[config.mk]
export PLATFORM = sky130hd
export DESIGN_NAME = particle_contact_force_accumulator_core
export DESIGN_NICKNAME = d
export VERILOG_FILES = /design/src/design/pcfa_pkg.sv /design/src/design/pcfa_mul.sv /design/src/design/pcfa_div.sv /design/src/design/pcfa_sqrt.sv /design/src/design/particle_contact_force_accumulator_core.sv
export SDC_FILE = /design/constraint.sdc
export NUM_CORES = 2
export LEC_CHECK = 0
export ABC_AREA = 0
export BUFFER_PORTS_ARGS = -buffer_cell sky130_fd_sc_hd__buf_2
export CAP_MARGIN = 20
export CORE_UTILIZATION = 35
export DETAILED_ROUTE_END_ITERATION = 12
export MAX_ROUTING_LAYER = met4
export PLACE_DENSITY = 0.6
export SLEW_MARGIN = 20
export SYNTH_ARGS = -nofsm -noshare
export SYNTH_HDL_FRONTEND = slang
export SYNTH_SLANG_ARGS = --single-unit
[constraint.sdc]
create_clock -name clk -period 29.2 [get_ports clk]
set_input_delay 5.84 -clock clk [delete_from_list [all_inputs] [get_ports clk]]
set_output_delay 5.84 -clock clk [all_outputs]
set_load 0.01 [all_outputs]
[src/design/pcfa_pkg.sv]
// Shared constants and types for the particle contact force accumulator.
`timescale 1ns / 1ps

package pcfa_pkg;

	// serial multiplier: A operand width, B operand width (one B bit per cycle)
	localparam int MUL_A_W = 48;
	localparam int MUL_B_W = 34;
	localparam int MUL_P_W = MUL_A_W + MUL_B_W;
	localparam int MUL_CNT_W = $clog2(MUL_B_W);

	// serial restoring divider: one quotient bit per cycle
	localparam int DIV_N_W = 64;
	localparam int DIV_D_W = 34;
	localparam int DIV_CNT_W = $clog2(DIV_N_W);

	// serial square root: two radicand bits per cycle
	localparam int SQRT_X_W = 64;
	localparam int SQRT_R_W = SQRT_X_W / 2;
	localparam int SQRT_REM_W = SQRT_R_W + 2;
	localparam int SQRT_CNT_W = $clog2(SQRT_R_W);

	localparam int SUM_W = 48;

	// configuration register indexes
	localparam logic [1:0] REG_FORCE_SCALE = 2'd0;
	localparam logic [1:0] REG_CONTACT_SCALE = 2'd1;
	localparam logic [1:0] REG_BOND_SCALE = 2'd2;
	localparam logic [1:0] REG_DIMENSIONS = 2'd3;

	localparam logic [31:0] FORCE_SCALE_RST = 32'd196608;
	localparam logic [16:0] CONTACT_SCALE_RST = 17'd58982;
	localparam logic [16:0] BOND_SCALE_RST = 17'd45875;
	localparam logic [1:0] DIMENSIONS_RST = 2'd3;

	localparam logic [SUM_W-1:0] SUM_MAX = {1'b0, {(SUM_W-1){1'b1}}};
	localparam logic [SUM_W-1:0] SUM_MIN = {1'b1, {(SUM_W-1){1'b0}}};
	localparam logic [SUM_W-1:0] K_CAP = {SUM_W{1'b1}};

	typedef struct packed {
		logic start;
		logic done;
	} unit_ctl_t;

endpackage

[src/design/pcfa_mul.sv]
// Bit-serial shift-add multiplier, one bit of B per cycle.
`timescale 1ns / 1ps

module pcfa_mul (
	input  logic                         clk,
	input  logic                         arst_n,
	input  logic                         start,
	input  logic [pcfa_pkg::MUL_A_W-1:0] a,
	input  logic [pcfa_pkg::MUL_B_W-1:0] b,
	output logic                         done,
	output logic [pcfa_pkg::MUL_P_W-1:0] p
);

	logic                           busy_q;
	logic                           done_q;
	logic [pcfa_pkg::MUL_CNT_W-1:0] cnt_q;
	logic [pcfa_pkg::MUL_A_W-1:0]   a_q;
	logic [pcfa_pkg::MUL_A_W-1:0]   hi_q;
	logic [pcfa_pkg::MUL_B_W-1:0]   lo_q;
	logic [pcfa_pkg::MUL_A_W:0]     part;

	assign part = {1'b0, hi_q} + (lo_q[0] ? {1'b0, a_q} : '0);

	always_ff @(posedge clk or negedge arst_n) begin
		if (!arst_n) begin
			busy_q <= 1'b0;
			done_q <= 1'b0;
			cnt_q <= '0;
		end else begin
			done_q <= busy_q && (cnt_q == '0);
			if (start) begin
				busy_q <= 1'b1;
				cnt_q <= pcfa_pkg::MUL_CNT_W'(pcfa_pkg::MUL_B_W - 1);
			end else if (busy_q) begin
				cnt_q <= cnt_q - 1'b1;
				if (cnt_q == '0) begin
					busy_q <= 1'b0;
				end
			end
		end
	end

	always_ff @(posedge clk) begin
		if (start) begin
			a_q <= a;
			hi_q <= '0;
			lo_q <= b;
		end else if (busy_q) begin
			hi_q <= part[pcfa_pkg::MUL_A_W:1];
			lo_q <= {part[0], lo_q[pcfa_pkg::MUL_B_W-1:1]};
		end
	end

	assign done = done_q;
	assign p = {hi_q, lo_q};

endmodule

[src/design/pcfa_div.sv]
// Restoring divider, one quotient bit per cycle.
`timescale 1ns / 1ps

module pcfa_div (
	input  logic                         clk,
	input  logic                         arst_n,
	input  logic                         start,
	input  logic [pcfa_pkg::DIV_N_W-1:0] n,
	input  logic [pcfa_pkg::DIV_D_W-1:0] d,
	output logic                         done,
	output logic [pcfa_pkg::DIV_N_W-1:0] q
);

	logic                           busy_q;
	logic                           done_q;
	logic [pcfa_pkg::DIV_CNT_W-1:0] cnt_q;
	logic [pcfa_pkg::DIV_N_W-1:0]   n_q;
	logic [pcfa_pkg::DIV_D_W-1:0]   d_q;
	logic [pcfa_pkg::DIV_D_W-1:0]   rem_q;
	logic [pcfa_pkg::DIV_D_W:0]     trial;
	logic [pcfa_pkg::DIV_D_W:0]     diff;
	logic                           ge;

	assign trial = {rem_q, n_q[pcfa_pkg::DIV_N_W-1]};
	assign diff = trial - {1'b0, d_q};
	assign ge = trial >= {1'b0, d_q};

	always_ff @(posedge clk or negedge arst_n) begin
		if (!arst_n) begin
			busy_q <= 1'b0;
			done_q <= 1'b0;
			cnt_q <= '0;
		end else begin
			done_q <= busy_q && (cnt_q == '0);
			if (start) begin
				busy_q <= 1'b1;
				cnt_q <= pcfa_pkg::DIV_CNT_W'(pcfa_pkg::DIV_N_W - 1);
			end else if (busy_q) begin
				cnt_q <= cnt_q - 1'b1;
				if (cnt_q == '0) begin
					busy_q <= 1'b0;
				end
			end
		end
	end

	// remainder stays below the divisor, so it fits back in DIV_D_W bits
	always_ff @(posedge clk) begin
		if (start) begin
			n_q <= n;
			d_q <= d;
			rem_q <= '0;
		end else if (busy_q) begin
			rem_q <= ge ? diff[pcfa_pkg::DIV_D_W-1:0] : trial[pcfa_pkg::DIV_D_W-1:0];
			n_q <= {n_q[pcfa_pkg::DIV_N_W-2:0], ge};
		end
	end

	assign done = done_q;
	assign q = n_q;

endmodule

[src/design/pcfa_sqrt.sv]
// Digit-by-digit integer square root, two radicand bits per cycle.
`timescale 1ns / 1ps

module pcfa_sqrt (
	input  logic                          clk,
	input  logic                          arst_n,
	input  logic                          start,
	input  logic [pcfa_pkg::SQRT_X_W-1:0] x,
	output logic                          done,
	output logic [pcfa_pkg::SQRT_R_W-1:0] root
);

	logic                            busy_q;
	logic                            done_q;
	logic [pcfa_pkg::SQRT_CNT_W-1:0] cnt_q;
	logic [pcfa_pkg::SQRT_X_W-1:0]   x_q;
	logic [pcfa_pkg::SQRT_R_W-1:0]   root_q;
	logic [pcfa_pkg::SQRT_REM_W-1:0] rem_q;
	logic [pcfa_pkg::SQRT_REM_W+1:0] cur;
	logic [pcfa_pkg::SQRT_REM_W+1:0] trial;
	logic [pcfa_pkg::SQRT_REM_W+1:0] diff;
	logic                            ge;

	assign cur = {rem_q, x_q[pcfa_pkg::SQRT_X_W-1 -: 2]};
	assign trial = {2'b00, root_q, 2'b01};
	assign diff = cur - trial;
	assign ge = cur >= trial;

	always_ff @(posedge clk or negedge arst_n) begin
		if (!arst_n) begin
			busy_q <= 1'b0;
			done_q <= 1'b0;
			cnt_q <= '0;
		end else begin
			done_q <= busy_q && (cnt_q == '0);
			if (start) begin
				busy_q <= 1'b1;
				cnt_q <= pcfa_pkg::SQRT_CNT_W'(pcfa_pkg::SQRT_R_W - 1);
			end else if (busy_q) begin
				cnt_q <= cnt_q - 1'b1;
				if (cnt_q == '0) begin
					busy_q <= 1'b0;
				end
			end
		end
	end

	// partial remainder never exceeds twice the partial root
	always_ff @(posedge clk) begin
		if (start) begin
			x_q <= x;
			root_q <= '0;
			rem_q <= '0;
		end else if (busy_q) begin
			rem_q <= ge ? diff[pcfa_pkg::SQRT_REM_W-1:0] : cur[pcfa_pkg::SQRT_REM_W-1:0];
			root_q <= {root_q[pcfa_pkg::SQRT_R_W-2:0], ge};
			x_q <= {x_q[pcfa_pkg::SQRT_X_W-3:0], 2'b00};
		end
	end

	assign done = done_q;
	assign root = root_q;

endmodule

[src/design/particle_contact_force_accumulator_core.sv]
// Top level: neighbour sequencer, contact test and force accumulation.
//
//  channel  | handshake                    | payload
//  ---------+------------------------------+---------------------------------------------
//  s_axis   | s_axis_tvalid/s_axis_tready  | tdata 288b, tuser 2b, tlast = last_neighbour
//  m_axis   | m_axis_tvalid/m_axis_tready  | tdata 144b, tuser 2b
//  cfg      | cfg_valid/cfg_ready          | cfg_index 2b, cfg_data 32b
//
// One word at a time: a new neighbour is taken only when the previous one is finished.
// An intact bond goes from the accept straight to the finish state; a full contact runs
// 13 serial products (34-bit multiplier operand, one bit a cycle), 5 quotients
// (64-bit dividend) and one square root between the accept and finish states.
// Reset clears sums and flags and sets the configuration registers to their defaults; cfg_ready is always high.
// A pending result in the output register stalls only the next last neighbour.
`timescale 1ns / 1ps

module particle_contact_force_accumulator_core (
	input  logic         clk,
	input  logic         arst_n,
	// tdata: delta_x, delta_y, delta_z, radius_self, radius_other, modulus_self,
	//        modulus_other, volume_other, initial_length (32b each, lowest first)
	input  logic         s_axis_tvalid,
	output logic         s_axis_tready,
	input  logic [287:0] s_axis_tdata,
	input  logic [1:0]   s_axis_tuser,   // [0] was_bonded, [1] bond_intact
	input  logic         s_axis_tlast,
	// tdata: force_x, force_y, force_z (48b each, lowest first)
	output logic         m_axis_tvalid,
	input  logic         m_axis_tready,
	output logic [143:0] m_axis_tdata,
	output logic [1:0]   m_axis_tuser,   // [0] any_contact, [1] zero_gap_seen
	input  logic         cfg_valid,
	output logic         cfg_ready,
	input  logic [1:0]   cfg_index,
	input  logic [31:0]  cfg_data
);

	localparam int AW = pcfa_pkg::MUL_A_W;
	localparam int BW = pcfa_pkg::MUL_B_W;
	localparam int SW = pcfa_pkg::SUM_W;

	typedef enum logic [14:0] {
		ST_IDLE = 15'b000000000000001,
		ST_SQ   = 15'b000000000000010,
		ST_RS2  = 15'b000000000000100,
		ST_DIV5 = 15'b000000000001000,
		ST_CDA  = 15'b000000000010000,
		ST_CDB  = 15'b000000000100000,
		ST_CD2  = 15'b000000001000000,
		ST_SQRT = 15'b000000010000000,
		ST_DS   = 15'b000000100000000,
		ST_K1   = 15'b000001000000000,
		ST_K2   = 15'b000010000000000,
		ST_K3   = 15'b000100000000000,
		ST_UDIV = 15'b001000000000000,
		ST_FMUL = 15'b010000000000000,
		ST_FIN  = 15'b100000000000000
	} state_t;

	state_t state_q;

	// configuration
	logic [31:0] force_scale_q;
	logic [16:0] contact_scale_q;
	logic [16:0] bond_scale_q;
	logic [1:0]  dims_q;

	// captured neighbour
	logic [31:0] mag_q [3];
	logic [2:0]  neg_q;
	logic [32:0] rsum_q;
	logic [31:0] cmod_q;
	logic [31:0] vol_q;
	logic [31:0] ilen_q;
	logic        bonded_q;
	logic        last_q;

	// working values
	logic [1:0]    comp_q;
	logic          pend_q;
	logic [63:0]   dist2_q;
	logic [63:0]   s_q;
	logic [33:0]   a_q;
	logic [33:0]   cd_q;
	logic [31:0]   len_q;
	logic [16:0]   ds_q;
	logic [SW-1:0] k_q;
	logic [16:0]   u_q;

	// accumulators and result register
	logic [SW-1:0] sum_x_q;
	logic [SW-1:0] sum_y_q;
	logic [SW-1:0] sum_z_q;
	logic          contact_q;
	logic          zero_gap_q;
	logic          m_valid_q;
	logic [143:0]  m_data_q;
	logic [1:0]    m_user_q;

	// units
	pcfa_pkg::unit_ctl_t        mul_ctl;
	pcfa_pkg::unit_ctl_t        div_ctl;
	pcfa_pkg::unit_ctl_t        sqrt_ctl;
	logic [AW-1:0]              mul_a;
	logic [BW-1:0]              mul_b;
	logic [pcfa_pkg::MUL_P_W-1:0] mul_p;
	logic [pcfa_pkg::DIV_N_W-1:0] div_n;
	logic [pcfa_pkg::DIV_D_W-1:0] div_d;
	logic [pcfa_pkg::DIV_N_W-1:0] div_q;
	logic [31:0]                sqrt_root;

	logic          accept;
	logic [1:0]    dims_eff;
	logic [31:0]   in_mag [3];
	logic [2:0]    in_neg;
	logic [32:0]   in_rsum;
	logic [32:0]   in_msum;
	logic [65:0]   pre_thr;
	logic          pre_ok;
	logic [33:0]   cd_b;
	logic [33:0]   cd_min;
	logic [33:0]   cd_gap;
	logic [SW-1:0] k_vol;
	logic [SW-1:0] f_mag;
	logic [SW-1:0] sum_cur;
	logic [SW+1:0] sum_ext;
	logic [SW+1:0] sum_t;
	logic [SW-1:0] sum_new;
	logic          out_free;
	logic          out_load;

	assign s_axis_tready = (state_q == ST_IDLE);
	assign accept = s_axis_tvalid && s_axis_tready;
	assign cfg_ready = 1'b1;
	assign out_free = !m_valid_q || m_axis_tready;
	assign out_load = (state_q == ST_FIN) && last_q && out_free;

	assign dims_eff = (dims_q == 2'd0) ? 2'd1 : dims_q;
	assign in_rsum = {1'b0, s_axis_tdata[127:96]} + {1'b0, s_axis_tdata[159:128]};
	assign in_msum = {1'b0, s_axis_tdata[191:160]} + {1'b0, s_axis_tdata[223:192]};

	always_comb begin
		logic [31:0] dv;
		for (int i = 0; i < 3; i++) begin
			dv = s_axis_tdata[32*i +: 32];
			if (2'(i) < dims_eff) begin
				in_mag[i] = dv[31] ? (32'd0 - dv) : dv;
				in_neg[i] = dv[31];
			end else begin
				in_mag[i] = '0;
				in_neg[i] = 1'b0;
			end
		end
	end

	// dist2 < 1.8 * rsum^2 as dist2 < 2s - floor(s/5)
	assign pre_thr = {1'b0, s_q, 1'b0} - {2'b00, div_q};
	assign pre_ok = {2'b00, dist2_q} < pre_thr;

	assign cd_b = {1'b0, mul_p[48:16]};
	assign cd_min = (a_q < cd_b) ? a_q : cd_b;
	assign cd_gap = cd_q - {2'b00, len_q};

	assign k_vol = (mul_p[pcfa_pkg::MUL_P_W-1:64] != '0) ? pcfa_pkg::K_CAP : mul_p[63:16];
	assign f_mag = mul_p[63:16];

	always_comb begin
		case (comp_q)
			2'd0: sum_cur = sum_x_q;
			2'd1: sum_cur = sum_y_q;
			default: sum_cur = sum_z_q;
		endcase
	end

	// force points away from the neighbour: add for negative delta, subtract otherwise
	assign sum_ext = {{2{sum_cur[SW-1]}}, sum_cur};
	assign sum_t = neg_q[comp_q] ? (sum_ext + {2'b00, f_mag}) : (sum_ext - {2'b00, f_mag});

	always_comb begin
		if (sum_t[SW+1:SW-1] == 3'b000 || sum_t[SW+1:SW-1] == 3'b111) begin
			sum_new = sum_t[SW-1:0];
		end else if (sum_t[SW+1]) begin
			sum_new = pcfa_pkg::SUM_MIN;
		end else begin
			sum_new = pcfa_pkg::SUM_MAX;
		end
	end

	// operand selection for the shared units
	always_comb begin
		mul_a = '0;
		mul_b = '0;
		div_n = '0;
		div_d = '0;
		unique case (state_q)
			ST_SQ: begin
				mul_a = AW'(mag_q[comp_q]);
				mul_b = BW'(mag_q[comp_q]);
			end
			ST_RS2: begin
				mul_a = AW'(rsum_q);
				mul_b = BW'(rsum_q);
			end
			ST_CDA: begin
				mul_a = AW'(rsum_q);
				mul_b = BW'(contact_scale_q);
			end
			ST_CDB: begin
				mul_a = AW'(ilen_q);
				mul_b = BW'(bond_scale_q);
			end
			ST_CD2: begin
				mul_a = AW'(cd_q);
				mul_b = cd_q;
			end
			ST_K1: begin
				mul_a = AW'(force_scale_q);
				mul_b = BW'(cmod_q);
			end
			ST_K2: begin
				mul_a = k_q;
				mul_b = BW'(ds_q);
			end
			ST_K3: begin
				mul_a = k_q;
				mul_b = BW'(vol_q);
			end
			ST_FMUL: begin
				mul_a = k_q;
				mul_b = BW'(u_q);
			end
			ST_DIV5: begin
				div_n = s_q;
				div_d = pcfa_pkg::DIV_D_W'(5);
			end
			ST_DS: begin
				div_n = {14'd0, cd_gap, 16'd0};
				div_d = cd_q;
			end
			ST_UDIV: begin
				div_n = {16'd0, mag_q[comp_q], 16'd0};
				div_d = pcfa_pkg::DIV_D_W'(len_q);
			end
			ST_IDLE, ST_SQRT, ST_FIN: begin
			end
			default: begin
			end
		endcase
	end

	always_comb begin
		mul_ctl.start = !pend_q && (
			(state_q == ST_SQ) ||
			(state_q == ST_RS2 && !rsum_q[32]) ||
			(state_q == ST_CDA && bonded_q) ||
			(state_q == ST_CDB) ||
			(state_q == ST_CD2 && cd_q[33:32] == 2'b00) ||
			(state_q == ST_K1) ||
			(state_q == ST_K2 && !ds_q[16]) ||
			(state_q == ST_K3) ||
			(state_q == ST_FMUL));
		div_ctl.start = !pend_q &&
			(state_q == ST_DIV5 || state_q == ST_DS || state_q == ST_UDIV);
		sqrt_ctl.start = !pend_q && (state_q == ST_SQRT);
	end

	pcfa_mul u_mul (
		.clk    (clk),
		.arst_n (arst_n),
		.start  (mul_ctl.start),
		.a      (mul_a),
		.b      (mul_b),
		.done   (mul_ctl.done),
		.p      (mul_p)
	);

	pcfa_div u_div (
		.clk    (clk),
		.arst_n (arst_n),
		.start  (div_ctl.start),
		.n      (div_n),
		.d      (div_d),
		.done   (div_ctl.done),
		.q      (div_q)
	);

	pcfa_sqrt u_sqrt (
		.clk    (clk),
		.arst_n (arst_n),
		.start  (sqrt_ctl.start),
		.x      (dist2_q),
		.done   (sqrt_ctl.done),
		.root   (sqrt_root)
	);

	// configuration registers
	always_ff @(posedge clk or negedge arst_n) begin
		if (!arst_n) begin
			force_scale_q <= pcfa_pkg::FORCE_SCALE_RST;
			contact_scale_q <= pcfa_pkg::CONTACT_SCALE_RST;
			bond_scale_q <= pcfa_pkg::BOND_SCALE_RST;
			dims_q <= pcfa_pkg::DIMENSIONS_RST;
		end else if (cfg_valid && cfg_ready) begin
			unique case (cfg_index)
				pcfa_pkg::REG_FORCE_SCALE: force_scale_q <= cfg_data;
				pcfa_pkg::REG_CONTACT_SCALE: contact_scale_q <= cfg_data[16:0];
				pcfa_pkg::REG_BOND_SCALE: bond_scale_q <= cfg_data[16:0];
				pcfa_pkg::REG_DIMENSIONS: dims_q <= cfg_data[1:0];
				default: begin
				end
			endcase
		end
	end

	// neighbour capture
	always_ff @(posedge clk) begin
		if (accept) begin
			for (int i = 0; i < 3; i++) begin
				mag_q[i] <= in_mag[i];
			end
			neg_q <= in_neg;
			rsum_q <= in_rsum;
			cmod_q <= in_msum[32:1];
			vol_q <= s_axis_tdata[255:224];
			ilen_q <= s_axis_tdata[287:256];
			bonded_q <= s_axis_tuser[0];
			last_q <= s_axis_tlast;
		end
	end

	always_ff @(posedge clk or negedge arst_n) begin
		if (!arst_n) begin
			pend_q <= 1'b0;
		end else begin
			pend_q <= (pend_q | mul_ctl.start | div_ctl.start | sqrt_ctl.start) &
				~(mul_ctl.done | div_ctl.done | sqrt_ctl.done);
		end
	end

	// output word valid
	always_ff @(posedge clk or negedge arst_n) begin
		if (!arst_n) begin
			m_valid_q <= 1'b0;
		end else if (out_load) begin
			m_valid_q <= 1'b1;
		end else if (m_axis_tready) begin
			m_valid_q <= 1'b0;
		end
	end

	// sequencer
	always_ff @(posedge clk or negedge arst_n) begin
		if (!arst_n) begin
			state_q <= ST_IDLE;
			comp_q <= '0;
			sum_x_q <= '0;
			sum_y_q <= '0;
			sum_z_q <= '0;
			contact_q <= 1'b0;
			zero_gap_q <= 1'b0;
		end else begin
			unique case (state_q)
				ST_IDLE: begin
					if (accept) begin
						comp_q <= '0;
						dist2_q <= '0;
						state_q <= (s_axis_tuser[0] && s_axis_tuser[1]) ? ST_FIN : ST_SQ;
					end
				end
				ST_SQ: begin
					if (mul_ctl.done) begin
						dist2_q <= dist2_q + mul_p[63:0];
						if (comp_q == 2'd2) begin
							comp_q <= '0;
							state_q <= ST_RS2;
						end else begin
							comp_q <= comp_q + 1'b1;
						end
					end
				end
				ST_RS2: begin
					if (rsum_q[32]) begin
						state_q <= ST_CDA;
					end else if (mul_ctl.done) begin
						s_q <= mul_p[63:0];
						state_q <= ST_DIV5;
					end
				end
				ST_DIV5: begin
					if (div_ctl.done) begin
						state_q <= pre_ok ? ST_CDA : ST_FIN;
					end
				end
				ST_CDA: begin
					if (!bonded_q) begin
						cd_q <= {1'b0, rsum_q};
						state_q <= ST_CD2;
					end else if (mul_ctl.done) begin
						a_q <= mul_p[49:16];
						state_q <= ST_CDB;
					end
				end
				ST_CDB: begin
					if (mul_ctl.done) begin
						cd_q <= cd_min;
						state_q <= ST_CD2;
					end
				end
				ST_CD2: begin
					if (cd_q[33:32] != 2'b00) begin
						state_q <= ST_SQRT;
					end else if (mul_ctl.done) begin
						state_q <= (dist2_q <= mul_p[63:0]) ? ST_SQRT : ST_FIN;
					end
				end
				ST_SQRT: begin
					if (sqrt_ctl.done) begin
						len_q <= sqrt_root;
						if (sqrt_root == '0) begin
							zero_gap_q <= 1'b1;
							state_q <= ST_FIN;
						end else begin
							state_q <= ST_DS;
						end
					end
				end
				ST_DS: begin
					if (div_ctl.done) begin
						ds_q <= div_q[16:0];
						state_q <= ST_K1;
					end
				end
				ST_K1: begin
					if (mul_ctl.done) begin
						k_q <= mul_p[63:16];
						state_q <= ST_K2;
					end
				end
				ST_K2: begin
					if (ds_q[16]) begin
						state_q <= ST_K3;
					end else if (mul_ctl.done) begin
						k_q <= mul_p[63:16];
						state_q <= ST_K3;
					end
				end
				ST_K3: begin
					if (mul_ctl.done) begin
						k_q <= k_vol;
						comp_q <= '0;
						state_q <= ST_UDIV;
					end
				end
				ST_UDIV: begin
					if (div_ctl.done) begin
						u_q <= div_q[16:0];
						state_q <= ST_FMUL;
					end
				end
				ST_FMUL: begin
					if (mul_ctl.done) begin
						case (comp_q)
							2'd0: sum_x_q <= sum_new;
							2'd1: sum_y_q <= sum_new;
							default: sum_z_q <= sum_new;
						endcase
						if (comp_q == 2'd2) begin
							contact_q <= 1'b1;
							state_q <= ST_FIN;
						end else begin
							comp_q <= comp_q + 1'b1;
							state_q <= ST_UDIV;
						end
					end
				end
				ST_FIN: begin
					if (!last_q) begin
						state_q <= ST_IDLE;
					end else if (out_free) begin
						m_data_q <= {sum_z_q, sum_y_q, sum_x_q};
						m_user_q <= {zero_gap_q, contact_q};
						sum_x_q <= '0;
						sum_y_q <= '0;
						sum_z_q <= '0;
						contact_q <= 1'b0;
						zero_gap_q <= 1'b0;
						state_q <= ST_IDLE;
					end
				end
				default: state_q <= ST_IDLE;
			endcase
		end
	end

	assign m_axis_tvalid = m_valid_q;
	assign m_axis_tdata = m_data_q;
	assign m_axis_tuser = m_user_q;

endmodule

## Yosys cells after proc, flatten, opt, wreduce, memory -nomap -nowiden

Memories as Yosys holds them, arrays and structs flattened.
Index checks and enable logic that the tools add are counted.

| word-level totals | value |
|---|---|
| register bits after elaboration | 1,238 |
| bits in latches | 0 |
| RAM bits | 96 |
| ROM bits | 0 |
| input bits | 330 |
| output and inout port bits | 149 |
| logic and storage cells | 316 |
| memories kept | 1 |

Memory list:

| memory | depth | width | read ports | clocked after memory_dff | write ports | RTL line | RTL |
|---|---|---|---|---|---|---|---|
| mag_q | 3 | 32 | 1 | 0 | 3 | particle_contact_force_accumulator_core.sv:69 | `logic [31:0] mag_q [3];` |

| operators by class | value |
|---|---|
| $add $sub $neg | 17 |
| $mul | 0 |
| divide/modulo/power cells | 0 |
| order comparisons | 9 |
| equal/unequal tests | 47 |
| shifts and indexed selects | 0 |
| muxes and demuxes | 110 |
| bitwise operators | 8 |
| reductions and logical operators | 74 |

Operator list:

| cell | number |
|---|---|
| 48-bit two-way mux | 15 |
| 15-bit two-way mux | 26 |
| 64-bit two-way mux | 6 |
| 48-bit case mux with 2 select lines | 4 |
| 34-bit case mux with 9 select lines | 1 |
| 48-bit case mux with 6 select lines | 1 |
| 34-bit two-way mux | 7 |
| 15-bit case mux with 15 select lines | 1 |
| 32-bit two-way mux | 6 |
| 64-bit case mux with 3 select lines | 1 |
| 48-bit case mux with 3 select lines | 1 |
| 64-bit case mux with 2 select lines | 1 |
| 34-bit case mux with 3 select lines | 1 |
| 1-bit by 32-bit subtractor with 32-bit output, first input constant | 3 |
| 34-bit case mux with 2 select lines | 1 |
| 34-bit subtractor | 2 |
| 32-bit by 32-bit adder with 33-bit output | 2 |
| 64-bit by 66-bit < comparator with 1-bit output | 1 |
| 65-bit by 64-bit subtractor with 66-bit output | 1 |
| 64-bit adder | 1 |
| 64-bit less-or-equal comparator | 1 |
| 48-bit by 49-bit adder with 50-bit output | 1 |
| 50-bit two-way mux | 1 |
| 48-bit by 49-bit subtractor with 50-bit output | 1 |
| 64 further kinds | 179 |

## Depth between registers and ports, before layout

| logic depth | value |
|---|---|
| depth in word-level cells | 15 |
| depth in mapped cells | 28 |
| mapped depth without buffers | 28 |

## Cells and area by module

A second synthesis with hierarchy kept.

| unflattened totals | value |
|---|---|
| cells, all modules | 7,850 |
| area total of the unflattened synthesis | 79,900.4 sq um |

Modules (own cells, without submodules):

| module | times used | cells an instance | area an instance (sq um) |
|---|---|---|---|
| particle_contact_force_accumulator_core | 1 | 5,604 | 56,540.5 |
| pcfa_mul | 1 | 787 | 8,015.2 |
| pcfa_div | 1 | 702 | 7,712.4 |
| pcfa_sqrt | 1 | 757 | 7,632.3 |

## Least setup slack after synthesis

OpenSTA, ideal clock, no wires.

| path | value |
|---|---|
| path kind | input port to flip-flop |
| start | input port s_axis_tvalid |
| end | register dist2_q[0] (enable) |
| library setup time | 0.486 ns |
| arrival time | 13.999 ns |
| data required time | 28.714 ns |
| path slack | 14.715 ns |
| cell stages on the path | 3 |
| path buffers | 0 |
| cells stage by stage | and2_1 a31oi_1 nor2_1 |

| between the ends | value |
|---|---|
| cells in the longest elaborated chain, start to end | 3 |

Ends and longest elaborated chain:

| item | RTL line | RTL |
|---|---|---|
| from (decl) | particle_contact_force_accumulator_core.sv:22 | `input logic s_axis_tvalid,` |
| 1-bit logical AND | particle_contact_force_accumulator_core.sv:133 | `assign accept = s_axis_tvalid && s_axis_tready;` |
| 2-bit by 1-bit != test with 1-bit output (no line) | n/a |  |
| 4-bit AND reduction (no line) | n/a |  |
| to (signal assigned) | particle_contact_force_accumulator_core.sv:372 | `dist2_q <= dist2_q + mul_p[63:0];` |
| to (decl) | particle_contact_force_accumulator_core.sv:81 | `logic [63:0] dist2_q;` |

Every way passes these cells.
A chain may end at the register's enable or synchronous reset.

## Worst setup path in the final report

| path | value |
|---|---|
| start | register state_q[9] |
| end | output port s_axis_tready |

| between the ends | value |
|---|---|
| cells in the longest elaborated chain, start to end | 1 |

Ends and longest elaborated chain:

| item | RTL line | RTL |
|---|---|---|
| from (decl) | particle_contact_force_accumulator_core.sv:60 | `state_t state_q;` |
| from (signal assigned) | particle_contact_force_accumulator_core.sv:367 | `state_q <= (s_axis_tuser[0] && s_axis_tuser[1]) ? ST_FIN : ST_SQ;` |
| from (signal assigned) | particle_contact_force_accumulator_core.sv:391 | `state_q <= pre_ok ? ST_CDA : ST_FIN;` |
| from (signal assigned) | particle_contact_force_accumulator_core.sv:413 | `state_q <= (dist2_q <= mul_p[63:0]) ? ST_SQRT : ST_FIN;` |
| 15-bit by 1-bit equality test with 1-bit output | particle_contact_force_accumulator_core.sv:132 | `assign s_axis_tready = (state_q == ST_IDLE);` |
| to (decl) | particle_contact_force_accumulator_core.sv:23 | `output logic s_axis_tready,` |

Every way passes these cells.

==> flow_summary.ini <==
[run_status]
status = completed

[critical_path]
cp_max_fo = 8
cp.depth = 5
critPathMaxStageDelay_ps = 800
path_delay_family = simple AND/OR/NAND/NOR gates
end_kind = output port
rrSetupSlack_ps = 21160
reg2reg_from = u_mul.lo_q[21]
start_kind = register
reg2reg_depth = 24
cp.required_ps = 23360
path_class = reg -> out
arrival_ps = 3510
critPathBufInv = 2
r2r-end = sum_z_q[43]
path_cells = nor4_1 -> nand4_1 -> or4b_2 -> inv_1 -> buf_2
critPathSlowestCell = or4b_2

[floorplan]
fp-row-count = 172
die_h_microns = 474
initial_utilization_pct = 35.4
die_x_microns = 474
fp.dieArea_sq_um = 225000
ios = 479
core-area_sq_um = 221000

[clocking]
worstSkewPairLatency_ps = 840
numCtsBuffers = 155
cts_tree = done
htreeDepth = 4
postCtsSetupBuffers = 0
clock_path_buffers = 3
clk_transition_reported_paths_ps = 60
clockRootBuffer = clkbuf_16
cts-resized-gates = 0
cts_hold_buf = 0
clock-sinks = 1334

[timing]
whs_ps = 455
rsz0062_at_grt = no
setup_violations = 0
fin_crit_sh_pct = 32.0
clock-skew-final_ps = 59.9
hold_violations = 0
slew_headroom_pct = 11.0
max_slew.worst_pin.slew_ps = 1320
fin_crit_ps = 9350
slew_violations = 0
setup_tns_ps = 0
timing.fmax_ghz = 0.107

[placement]
io_buffers = 477
gp_congestion = 0.994
place_area_sq_um = 83800
dp_hpwl_microns = 223000

[pwr]
p_per_area_nw_per_um2 = 115
leakagePower_nw = 36.3
total_power_mw = 10.3
vdd_drop_max_uv = 139

[route]
drt_first_pass_iters = 9
vias = 62700
vias_per_cell = 5.55
drcViolationCount = 0
routed_wl_microns = 284000
drtIter0Drc = 6283
wire_per_inst_microns = 25.1
antenna_left = 0

[hold_path]
worstHoldStart = sum_y_q[10]
hold_class = reg -> reg
whs_path_depth = 0
whs_endpoint = m_axis_tdata[58]

[yosys]
yosysWarnings = 0
synth_cells = 7743
async_flop_share_pct = 19.2
synth_edf_count = 930
synthDistinctLibCells = 98
synth_flop_cell = edfxtp_1
synth_seq_cells = 1334
syn_area_sq_um = 78100
avgSynthCellArea_sq_um = 10.1
synth-seq-area-share_pct = 47.8
syn_nets = 8639

[final_layout]
drive_above_1_share_pct = 13.0
final_cell_mix = 930 x edfxtp_1, 909 x nand2_1, 572 x nor2_1
area_growth_pct = 14.4
final_common_cell = edfxtp_1
ff_latch_area_sq_um = 37300
final_cell_area_sq_um = 89300
multiInputGateArea_sq_um = 38200
nNetsFinal = 9023
n_fill_cell = 21400

[global_routing]
gr-total-overflow = 0
grt_max_degree = 98
track_usage_pct = 25.4
grt_pass1_wl_microns = 410000
grt_pass1_vias = 59700
antenna_found_initial = 89

[run]
drv_cap = 0
kinds of logic (layout without fill, tap and decap cells):
group           count (synthesis)  after routing  share of synthesized area (%)
fa+ha+maj                     566            566                           9.15
xor+xnor                      487            487                           5.46
simple gates                 2320           2320                           13.9
buf+inv                       723           1240                           3.54
compound gates               2068           2068                           16.9
flops                        1334           1334                           47.8
mux                           243            243                           3.26
other cells                     2             81                        0.00962
layout make-up:
cell class / count / area share (%)
clock buffer: 200 / 4.74
timing repair buffer: 565 / 3.45
sequential: 1334 / 41.8
inverter: 385 / 1.62
clock inverter: 90 / 1.19
antenna: 79 / 0.221
tap: 2958 / 4.14
multi-input combinational: 5686 / 42.8
state kept, by name, summed over array words and instances (netlist names), 48 cells and up:
signal	flops
sum_x_q	48
u_mul.a_q	48
s_q	64
u_div.q	64
m_axis_tdata	144
sum_z_q	48
dist2_q	64
u_mul.hi_q	48
mag_q	96
u_sqrt.x_q	64
k_q	48
sum_y_q	48
worst reg2reg max path: stages (launching register included):
cell and delay, ps:
edfxtp_1 590, or4_4 640, nor4_4 190, nand3_1 130, nor2_1 520, nand2_1 200
nor3_1 550, nor4b_1 600, and3_1 430, a31oi_1 150, xnor2_1 250, ha_1 370
a21o_1 200, a21o_1 200, a221o_1 330, a221oi_1 450, nand3_1 130, o221ai_1 90
a211o_1 150, and2_1 200, nor2_1 130, nor2_4 120, buf_4 480, o211ai_1 500
o21ai_0 320
cell usage after synthesis (27+ instances only):
cell | n | area, sq um
dfxtp_1 | 148 | 2960
and2_1 | 113 | 707
and3_1 | 34 | 213
or3_1 | 43 | 269
o211ai_1 | 27 | 203
a222oi_1 | 52 | 521
xor2_1 | 151 | 1320
nand3_1 | 110 | 551
dfrtp_1 | 233 | 5830
nor4_1 | 38 | 238
nand4_1 | 68 | 425
a221oi_1 | 29 | 254
a21oi_1 | 512 | 2560
a221o_1 | 67 | 671
nand2b_1 | 74 | 463
nor3_1 | 83 | 415
clkbuf_1 | 297 | 1110
a211oi_1 | 81 | 608
a21o_1 | 192 | 1440
ha_1 | 558 | 6980
xnor2_1 | 336 | 2940
a31oi_1 | 61 | 382
nand2_1 | 913 | 3430
mux2_2 | 74 | 833
o21ai_1 | 102 | 510
nor2b_1 | 69 | 432
nor2_1 | 580 | 2180
o31ai_1 | 57 | 428
inv_1 | 385 | 1450
edfxtp_1 | 930 | 27900
mux2i_1 | 164 | 1640
or2_2 | 69 | 432
a22oi_1 | 51 | 383
or4_1 | 31 | 233
o21bai_1 | 61 | 458
o21ai_0 | 537 | 2690
o21a_1 | 52 | 390
power breakdown:
part / switching (mW) / internal [mW] / total [mW] / leakage (nW)
Clock: 0.857 / 1.17 / 2.03 / 2.57
Sequential: 0.389 / 2.53 / 2.92 / 12.8
Combinational: 3.47 / 1.90 / 5.36 / 20.9
Total: 4.71 / 5.60 / 10.3 / 36.3
routing by layer:
metal / up-vias / global-route usage [%] / routed length, microns
met5: - / - / 0
met4: 0 / 9.87 / 12000
met3: 422 / 5.20 / 23600
met2: 2674 / 37.7 / 124000
met1: 30500 / 33.8 / 124000
li1: 29100 / - / -
worst max-delay path by stage:
stage | end | startpoint
5_1_grt | s_axis_tready | state_q[7]
2_1_floorplan | dist2_q[0] | s_axis_tvalid
4_1_cts | s_axis_tready | state_q[9]
3_5_place_dp | cmod_q[29] | s_axis_tdata[193]
6_report | s_axis_tready | state_q[9]
3_3_place_gp | cmod_q[29] | s_axis_tdata[193]
per-stage QoR:
| step | utilization [%] | setup slack (ps) | instances |
|---|---|---|---|
| 2_1_floorplan | - | 14720 | 7743 |
| 3_3_place_gp | 38.0 | 19530 | 10900 |
| 3_5_place_dp | 38.0 | 19510 | 10900 |
| 4_1_cts | 40.4 | 19790 | 11200 |
| 5_1_grt | 40.5 | 19620 | 11300 |
| 6_report | 40.5 | 19850 | 11300 |
(Power assumes the default switching activity.)
